--- src/hcsc_pkg.sv ---
// Shared types and constants for the hyperplane cell slice cull block.
// No dependencies.
`default_nettype none
package hcsc_pkg;

  localparam int unsigned CoordW = 16;
  localparam int unsigned CamW   = 32;
  localparam int unsigned NormW  = 16;
  localparam int unsigned HalfW  = 24;
  localparam int unsigned SpW    = HalfW + 2;          // 2*half, with a zero sign bit
  localparam int unsigned ProdW  = CoordW + SpW;       // coord * sp
  localparam int unsigned OffW   = ProdW + 2;          // corner offset, Q.16
  localparam int unsigned DotW   = NormW + OffW;       // one axis term, Q.30
  localparam int unsigned SumW   = DotW + 2;           // sum of three terms

  localparam int unsigned CfgIdxW  = 3;
  localparam int unsigned CfgDataW = 32;
  localparam int unsigned InDataW  = 8 * CoordW;
  localparam int unsigned OutDataW = 8;

  localparam int unsigned CellsPerSideDef = 8;
  localparam int unsigned NumAxes = 3;

  localparam logic [NormW-1:0] NormalWReset   = 16'd16384;
  localparam logic [HalfW-1:0] BlockHalfReset = 24'd32768;

  typedef enum logic [CfgIdxW-1:0] {
    CFG_CAM_X      = 3'd0,
    CFG_CAM_Z      = 3'd1,
    CFG_CAM_W      = 3'd2,
    CFG_NORMAL_X   = 3'd3,
    CFG_NORMAL_Z   = 3'd4,
    CFG_NORMAL_W   = 3'd5,
    CFG_BLOCK_HALF = 3'd6
  } cfg_idx_e;

  typedef struct packed {
    logic signed [CamW-1:0]  cam_x;
    logic signed [CamW-1:0]  cam_z;
    logic signed [CamW-1:0]  cam_w;
    logic signed [NormW-1:0] normal_x;
    logic signed [NormW-1:0] normal_z;
    logic signed [NormW-1:0] normal_w;
    logic [HalfW-1:0]        block_half;
  } cfg_t;

  // Load enables of the three datapath stages ahead of the output register.
  typedef struct packed {
    logic s1;
    logic s2;
    logic s3;
  } stage_en_t;

endpackage
`default_nettype wire

--- src/hcsc_interior.sv ---
// Superblock interior test on all four axes, registered at the first stage.
// Depends on hcsc_pkg.
`default_nettype none
module hcsc_interior #(
  parameter int unsigned CELLS_PER_SIDE = hcsc_pkg::CellsPerSideDef
) (
  input  wire logic                               clk_i,
  input  wire logic                               en_i,
  input  wire logic [4*hcsc_pkg::CoordW-1:0]      cell_i,   // x, y, z, w from bit 0
  input  wire logic [4*hcsc_pkg::CoordW-1:0]      group_i,  // x, y, z, w from bit 0
  output logic                                    interior_o
);

  localparam int unsigned LocW = hcsc_pkg::CoordW + $clog2(CELLS_PER_SIDE) + 2;
  localparam logic signed [LocW-1:0] Side    = LocW'(CELLS_PER_SIDE);
  localparam logic signed [LocW-1:0] LastIdx = LocW'(CELLS_PER_SIDE - 1);

  logic [3:0] inner;
  logic       interior_q;

  for (genvar a = 0; a < 4; a++) begin : g_axis
    logic signed [hcsc_pkg::CoordW-1:0] c, g;
    logic signed [LocW-1:0]             local_off;
    assign c         = cell_i[a*hcsc_pkg::CoordW +: hcsc_pkg::CoordW];
    assign g         = group_i[a*hcsc_pkg::CoordW +: hcsc_pkg::CoordW];
    assign local_off = LocW'(c) - LocW'(g) * Side;
    assign inner[a]  = (local_off > 0) && (local_off < LastIdx);
  end

  always_ff @(posedge clk_i) begin
    if (en_i) begin
      interior_q <= &inner;
    end
  end

  assign interior_o = interior_q;

endmodule
`default_nettype wire

--- config.mk ---
export PLATFORM = sky130hd
export DESIGN_NAME = hcsc_interior
export DESIGN_NICKNAME = d
export VERILOG_FILES = /design/src/hcsc_pkg.sv /design/src/hcsc_interior.sv
export SDC_FILE = /design/constraint.sdc
export NUM_CORES = 1
export LEC_CHECK = 0
export ABC_AREA = 1
export BUFFER_PORTS_ARGS = -buffer_cell sky130_fd_sc_hd__buf_4
export CORE_ASPECT_RATIO = 1.2
export CORE_MARGIN = 2
export CORE_UTILIZATION = 50
export DETAILED_ROUTE_END_ITERATION = 8
export PLACE_DENSITY_LB_ADDON = 0.05
export SKIP_LAST_GASP = 1
export SLEW_MARGIN = 20
export SYNTH_ARGS = -nofsm -noshare
export SYNTH_HDL_FRONTEND = slang
export SYNTH_SLANG_ARGS = --single-unit
--- constraint.sdc ---
create_clock -name clk_i -period 2 [get_ports clk_i]
set_input_delay 0.4 -clock clk_i [delete_from_list [all_inputs] [get_ports clk_i]]
set_output_delay 0.4 -clock clk_i [all_outputs]
set_load 0.1 [all_outputs]
==> results_dict.tcl <==
set metrics [dict create \
    worstHoldPathCells 1 \
    postLayoutCellArea_um2 6320 \
    ant_nets 0 \
    synth_cell_types 31 \
    synth_async_sr_flop_share 0 \
    final_cell_mix "nand2_1 (355), inv_1 (216), buf_4 (214)" \
    status "finished with violations" \
    synth_top_cell_by_area "nand2_1" \
    p_total_mw 1.80 \
    firstDrtPassIters 5 \
    synth_edf_count 1 \
    start_util 0.521 \
    hp-class "primary input to flop" \
    largest_reg_flops 1 \
    startpoint_type "primary input" \
    violations "setup timing" \
    routed_wirelength_um 12700 \
    synth_top_area_share 0.296 \
    p_per_area_nw_per_um2 284 \
    cap_violations 0 \
    p_leak_nw 4.16 \
    vias_per_cell 4.76 \
    drc_errors 0 \
    core_um2 8660 \
    layout_commonest_cell "nand2_1" \
    grt_overflow 0 \
    antenna_cells 0 \
    period_share 1.21 \
    rsz0062_at_grt "yes" \
    dieArea_um2 9800 \
    placed_area_um2 6290 \
    drive_gt1_frac 0.210 \
    synthFlopType "edfxtp_1" \
    worstHoldStart "en_i" \
    synth_area_leaders "nand2_1 (30%), inv_1 (18%), ha_1 (18%), nand3_1 (9.0%), nor2_1 (7.1%)" \
    fp-row-count 37 \
    synthesis.nets 1127 \
    synthCells 929 \
    yosys_warnings 0 \
    fmax_mhz 415 \
    synth_area_um2 4510 \
    nets 1345 \
    dpl.hpwl_um 11600 \
    path_class "primary input to flop" \
    io_buffers 130 \
    grt_usage 0.258 \
    ys_seq_area_frac 0.00666 \
    worstMarginPinSlew_ns 0.556 \
    dieWidth_um 90.7 \
    arrival_ns 2.27 \
    via_count 6011 \
    post-route-util 0.730 \
    grt_pass1_wl_um 21900 \
    gp_congestion 0.945 \
    synth-seq-cells 1 \
    avgSynthCellArea_um2 4.86 \
    endpoint_kind "flop" \
    post_drt_wl_per_cell_um 10.1 \
    final_cells 1262 \
    holdPathEnd "interior_o" \
    ir_drop_v 0.000150 \
    grt_pass1_vias 5563 \
    dp.cells 1262 \
    worstPathRequired_ns 1.86 \
    die_h_um 108 \
    drtIter0Drc 168 \
    setup_violations 1 \
    fin_ws_ns -0.411 \
    min_period_ns 2.41 \
    postCtsSetupRepairBufs 0 \
    syn_to_final_growth_pct 40.2 \
    grt_max_degree 7 \
    hold_violations 0 \
    slew_viol_final 0 \
    slew_headroom 0.626 \
    num_io_pins 131 \
    worstPathMaxFanout 2 \
    antenna_found_initial 0 \
    cts.clk_slew.worst_paths_ns 0 \
]
[worst max-delay path, cell delays in order]
cell and delay [ns]:
buf_6 0.08, inv_4 0.03, ha_4 0.15, fa_2 0.54
nand2_2 0.06, nor2_4 0.10, nand2_1 0.05, nor2_1 0.09
nand3_1 0.09, nor2_2 0.17, nand3_1 0.09, nor2_1 0.11
nand2_1 0.05, nor2_1 0.10, nand3_1 0.07, nor2_1 0.09
[metal layers]
metal,up-vias,wire [um],GRT usage
met5,-,0,0
met4,0,343,0.0571
met3,34,698,0.0293
met2,148,6180,0.495
met1,2535,5520,0.307
li1,3294,-,-
[how the worst max path moves through the flow]
stage	startpoint	to	slack (ns)
floorplan	cell_i[3]	interior_o	-0.05
finish	cell_i[3]	interior_o	-0.41
CTS	cell_i[3]	interior_o	-0.36
global route	cell_i[3]	interior_o	-0.59
global placement	cell_i[35]	interior_o	-0.41
detailed placement	cell_i[35]	interior_o	-0.44
[cells in the mapped netlist, types with 2 or more instances]
library cell,count
nand2_1,356
inv_1,217
nor2_1,85
nand3_1,81
ha_1,64
a21oi_1,47
nand4_1,14
nand3b_1,12
o21ai_0,11
nand2_2,8
fa_1,4
nor3_1,4
o21a_1,3
a21boi_0,2
a21o_1,2
a21oi_2,2
and2_1,2
o21bai_1,2
[cells by family (layout without fill, tap and decap cells)]
family                   count (synthesis)  in the layout  synth area share
adder cells (fa/ha/maj)                 68             68             0.195
buffers and inverters                  219            435             0.182
AO/OA/AOI/OAI                           72             72            0.0882
flip-flops                               1              1           0.00666
XOR/XNOR                                 1              1           0.00194
AND/OR/NAND/NOR                        568            568             0.526
[report_power, final]
part / internal (mW) / switching (mW)
Sequential: 0.0245 / 0.000555
Clock: 0 / 0
Combinational: 0.824 / 0.950
[timing repair]
action	CTS	global route
endpoints found under the setup margin	1	1
gates resized for setup	2	9
gates cloned	0	0
pin swaps	0	12
hold buffers	0	0
[metrics by stage]
step	hold slack, ns	worst slack [ns]	TNS [ns]
floorplan	0.512	-0.0457	-0.0457
global placement	0.602	-0.406	-0.406
detailed placement	0.603	-0.442	-0.442
global route	0.606	-0.592	-0.592
finish	0.603	-0.411	-0.411
CTS	0.603	-0.358	-0.358
[layout make-up]
type	instances	area [um2]
Sequential cell	1	30.0
Tap cell	117	146
Timing Repair Buffer	216	1630
Inverter	219	825
Fill cell	832	2330
Multi-Input combinational cell	709	3690
(Power assumes the default switching activity.)
