## config.mk

```make
export PLATFORM = sky130hd
export DESIGN_NAME = hcsc_cfg_regs
export DESIGN_NICKNAME = d
export VERILOG_FILES = /design/src/hcsc_pkg.sv /design/src/hcsc_cfg_regs.sv
export SDC_FILE = /design/constraint.sdc
export NUM_CORES = 1
export LEC_CHECK = 0
export BUFFER_PORTS_ARGS = -buffer_cell sky130_fd_sc_hd__buf_2
export CELL_PAD_IN_SITES_DETAIL_PLACEMENT = 1
export CELL_PAD_IN_SITES_GLOBAL_PLACEMENT = 2
export CORE_ASPECT_RATIO = 1.5
export CORE_MARGIN = 2
export CORE_UTILIZATION = 35
export CTS_BUF_LIST = sky130_fd_sc_hd__clkbuf_8 sky130_fd_sc_hd__clkbuf_16
export DETAILED_ROUTE_END_ITERATION = 8
export GPL_TIMING_DRIVEN = 0
export PLACE_DENSITY_LB_ADDON = 0.1
export SLEW_MARGIN = 25
export SYNTH_ARGS = -nofsm -noshare
export SYNTH_HDL_FRONTEND = slang
export SYNTH_SLANG_ARGS = --single-unit
```

## constraint.sdc

```tcl
create_clock -name clk_i -period 0.94 [get_ports clk_i]
set_input_delay 0.235 -clock clk_i [delete_from_list [all_inputs] [get_ports clk_i]]
set_output_delay 0.235 -clock clk_i [all_outputs]
set_load 0.02 [all_outputs]
```

## src/hcsc_pkg.sv

```systemverilog
// Shared types and constants for the hyperplane cell slice cull block.
// No dependencies.
`default_nettype none
package hcsc_pkg;

  localparam int unsigned CoordW = 16;
  localparam int unsigned CamW   = 32;
  localparam int unsigned NormW  = 16;
  localparam int unsigned HalfW  = 24;
  localparam int unsigned SpW    = HalfW + 2;          // 2*half, with a zero sign bit
  localparam int unsigned ProdW  = CoordW + SpW;       // coord * sp
  localparam int unsigned OffW   = ProdW + 2;          // corner offset, Q.16
  localparam int unsigned DotW   = NormW + OffW;       // one axis term, Q.30
  localparam int unsigned SumW   = DotW + 2;           // sum of three terms

  localparam int unsigned CfgIdxW  = 3;
  localparam int unsigned CfgDataW = 32;
  localparam int unsigned InDataW  = 8 * CoordW;
  localparam int unsigned OutDataW = 8;

  localparam int unsigned CellsPerSideDef = 8;
  localparam int unsigned NumAxes = 3;

  localparam logic [NormW-1:0] NormalWReset   = 16'd16384;
  localparam logic [HalfW-1:0] BlockHalfReset = 24'd32768;

  typedef enum logic [CfgIdxW-1:0] {
    CFG_CAM_X      = 3'd0,
    CFG_CAM_Z      = 3'd1,
    CFG_CAM_W      = 3'd2,
    CFG_NORMAL_X   = 3'd3,
    CFG_NORMAL_Z   = 3'd4,
    CFG_NORMAL_W   = 3'd5,
    CFG_BLOCK_HALF = 3'd6
  } cfg_idx_e;

  typedef struct packed {
    logic signed [CamW-1:0]  cam_x;
    logic signed [CamW-1:0]  cam_z;
    logic signed [CamW-1:0]  cam_w;
    logic signed [NormW-1:0] normal_x;
    logic signed [NormW-1:0] normal_z;
    logic signed [NormW-1:0] normal_w;
    logic [HalfW-1:0]        block_half;
  } cfg_t;

  // Load enables of the three datapath stages ahead of the output register.
  typedef struct packed {
    logic s1;
    logic s2;
    logic s3;
  } stage_en_t;

endpackage
`default_nettype wire

```

## src/hcsc_cfg_regs.sv

```systemverilog
// Configuration register file: camera position, plane normal, cell half size.
// Depends on hcsc_pkg.
`default_nettype none
module hcsc_cfg_regs (
  input  wire logic                           clk_i,
  input  wire logic                           rst_ni,
  input  wire logic                           cfg_we_i,
  input  wire logic [hcsc_pkg::CfgIdxW-1:0]   cfg_idx_i,
  input  wire logic [hcsc_pkg::CfgDataW-1:0]  cfg_wdata_i,
  output hcsc_pkg::cfg_t                      cfg_o
);

  hcsc_pkg::cfg_t cfg_q, cfg_d;

  always_comb begin
    cfg_d = cfg_q;
    if (cfg_we_i) begin
      unique case (hcsc_pkg::cfg_idx_e'(cfg_idx_i))
        hcsc_pkg::CFG_CAM_X:      cfg_d.cam_x      = cfg_wdata_i;
        hcsc_pkg::CFG_CAM_Z:      cfg_d.cam_z      = cfg_wdata_i;
        hcsc_pkg::CFG_CAM_W:      cfg_d.cam_w      = cfg_wdata_i;
        hcsc_pkg::CFG_NORMAL_X:   cfg_d.normal_x   = cfg_wdata_i[hcsc_pkg::NormW-1:0];
        hcsc_pkg::CFG_NORMAL_Z:   cfg_d.normal_z   = cfg_wdata_i[hcsc_pkg::NormW-1:0];
        hcsc_pkg::CFG_NORMAL_W:   cfg_d.normal_w   = cfg_wdata_i[hcsc_pkg::NormW-1:0];
        hcsc_pkg::CFG_BLOCK_HALF: cfg_d.block_half = cfg_wdata_i[hcsc_pkg::HalfW-1:0];
        default: ;
      endcase
    end
  end

  always_ff @(posedge clk_i or negedge rst_ni) begin
    if (!rst_ni) begin
      cfg_q.cam_x      <= '0;
      cfg_q.cam_z      <= '0;
      cfg_q.cam_w      <= '0;
      cfg_q.normal_x   <= '0;
      cfg_q.normal_z   <= '0;
      cfg_q.normal_w   <= hcsc_pkg::NormalWReset;
      cfg_q.block_half <= hcsc_pkg::BlockHalfReset;
    end else begin
      cfg_q <= cfg_d;
    end
  end

  assign cfg_o = cfg_q;

endmodule
`default_nettype wire

```

==> results.md <==
* Nets at 748
* Number of cells traversed by the worst register-to-register path at 3
* Net Sw Power at 8510 uW
* Fraction of final layout cells with drive strength greater than 1 at 0.766
* Die Area at 19700 um2
* Net switching fraction of the power at 0.310
* Cell family with the largest share of critical-path delay: flip-flops
* Area Growth Syn to Fin at 74.3%
* Total CTS buffers at 17
* Number of clock sinks seen by CTS at 168
* Crit. End Element: output pin
* Delay of the slowest critical-path stage at 0.55 ns
* Vias after detailed routing at 4491
* Reg2reg end: cfg_o[122]
* IR Drop Worst-Case VDD at 1210 uV
* Wire length per cell after detailed routing at 21.9 um
* Final hold violation count at 85
* Half-perimeter wire length of the detailed placement result at 11600 um
* CTS max path bufs at 2
* Number of antenna diodes at 0
* Reg-to-reg setup timing slack at -0.08 ns
* Number of global-route vias before repair at 5087
* Avg Synthesized Cell Area at 17.9 um2
* Synthesized area at 6500 um2
* Worst Skew at 0 ns
* Flip-flop and latch count after synthesis at 168
* Placement row count at 61
* Fmax at 755 MHz
* Register share of total power at 0.371
* Cell chain of the critical path: buf_6
* WP data arrival at 1.09 ns
* Smallest hold slack at -0.204 ns
* Kind of critical path: reg -> out
* Routability cong. at 0.714
* Number of DRC violations after detailed-routing iteration 0 at 97
* Largest fanout of any net on the critical path at 2
* GRT Resource Usage Total at 0.219
* Gate count of the mapped netlist at 364
* Ratio of final minimum period to clock period at 1.41
* Insertion delay to the later sink of the worst-skew pair at 0.42 ns
* Violations in the final reports: negative hold slack, negative setup slack
* Period minus WS final at 1.32 ns
* First element of the critical path: cfg_o[38]
* Post-CTS clock slew at the launch and capture registers of the worst setup and hold paths at 0.07 ns
* # Max-Cap Violations at 0
* Leakage power of the design at 0.00551 uW
* Core outline area at 18400 um2
* Number of nets with antenna violations after detailed routing at 0
* Leading cell types in the layout, fill and taps excluded: buf_6, dfrtp_1, mux2_4
* TritonCTS clock tree: yes
* Top-Level Pins at 206
* Setup TNS at -48.13 ns
* Worst path required time at 0.70 ns
* Worst Path Buf+Inv at 1
* Largest net degree at the start of global routing at 87
* Critical Path Stages at 1
* Horizontal die dimension at 115 um
* CTS H-tree depth at 4
* Initial antenna violation count at 0
* Wire length of the first global-routing pass at 31700 um
* Detailed Route WL at 21400 um
* Crit Reg-Reg Startpoint: cfg_o[122]
* Cell type of the slowest stage on the worst timing path: dfstp_2
* Overflow after GRT at 0
* Unique masters post-synth at 15
* Average vias per placed instance at 4.61
* Number of iterations in the first detailed-routing pass at 5
* Portion of total power attributed to the clock network at 0.250
* Slew Limit Fails at 0
* Class of the most critical hold timing path: in -> async
* Final core utilization at 0.616
* Number of buffers inserted by port buffering at 201
* Most frequent standard cell in the layout excluding fill and tap cells: buf_6
* Design internal power at 18900 uW
* Worst slew pin tran at 0.672 ns
* Overall die height at 171 um
* Initial standard-cell utilization of the core at 0.353
* Remaining DRCs at 0
* Synthesized netlist net count at 402
* Unrepaired setup endpoints after global routing: yes
* Total power divided by cell area at 2420 nW/um2
* Combinational power share at 0.380
* Total of endpoints with negative setup slack in the final report at 269
* Post-layout worst setup margin at -0.384 ns
* Status: complete, but fails checks
* Flip-flop count of the largest register after layout at 168
* Launching element type of the critical path: register
* Count of yosys warnings during synthesis at 0
* Buffer type at the clock tree root: clkbuf_16
* Sequential element share of the synthesized area at 0.647
* Capturing element of the worst setup path: cfg_o[38]
* Max-slew headroom at the worst pin at 0.552
==> timing repair <==
action	4_1_cts	5_1_grt
pin swaps	4	5
endpoints found under the hold margin	85	85
gates resized for setup	377	60
setup buffers	92	64
setup endpoints to repair	299	289
gates cloned	10	2
==> metrics by stage <==
stage / worst slack (ns) / power [uW] / instances / cell area (um2)
2_1_floorplan: -0.519 / 13900 / 364 / 6910
3_5_place_dp: -0.734 / 16500 / 818 / 8270
5_1_grt: -0.428 / 28600 / 974 / 11300
4_1_cts: -0.387 / 26800 / 951 / 11100
3_3_place_gp: -2.94 / 16300 / 817 / 8230
6_report: -0.384 / 27400 / 974 / 11300
==> synth_stat cells, drive strengths merged <==
library cell | n | area (um2)
and4bb | 3 | 37.5
buf | 19 | 165
clkbuf | 2 | 10.0
dfrtp | 166 | 4150
dfstp | 2 | 52.6
mux2 | 168 | 2000
nand4b | 3 | 53.8
nor4b | 1 | 23.8
==> power by group through the flow <==
stage,clock network [uW],logic [uW],registers [uW]
finish,6840,10400,10200
global route,7350,10900,10300
CTS,6980,9780,10000
detailed placement,0,6700,9790
global placement,0,6610,9730
floorplan,0,2170,11800
==> cell type report <==
class	count	area (um2)
buffer	15	264
clock buffer	19	453
clock inverter	12	116
fill	1663	7060
multi-input combinational	175	2500
sequential	168	4210
tap	252	315
timing repair buffer	333	3470
==> cells by family (layout without fill, tap and decap cells) <==
logic type | count (synthesis) | count (layout) | synth area share
multiplexers | 168 | 168 | 0.308
flip-flops | 168 | 168 | 0.647
buffers and inverters | 21 | 379 | 0.0269
AND/OR/NAND/NOR | 7 | 7 | 0.0177
==> how the worst min path moves through the flow <==
stage / from / end / slack (ns) / depth (start not counted)
5_1_grt: rst_ni / cfg_o[132] / -0.18 / 1
3_3_place_gp: cfg_o[22] / cfg_o[22] / 0.48 / 1
4_1_cts: rst_ni / cfg_o[132] / -0.17 / 1
3_5_place_dp: rst_ni / cfg_o[164] / 0.29 / 1
6_report: rst_ni / cfg_o[132] / -0.20 / 1
2_1_floorplan: rst_ni / cfg_o[0] / -0.06 / 0
==> per-layer routing <==
metal	track usage	vias to the layer above	part of all wire
li1	-	1980	-
met1	0.249	2354	0.38
met2	0.402	137	0.56
met3	0.0574	20	0.049
met4	0.0602	0	0.012
met5	0	-	0
Power figures use the tool's default switching activity.
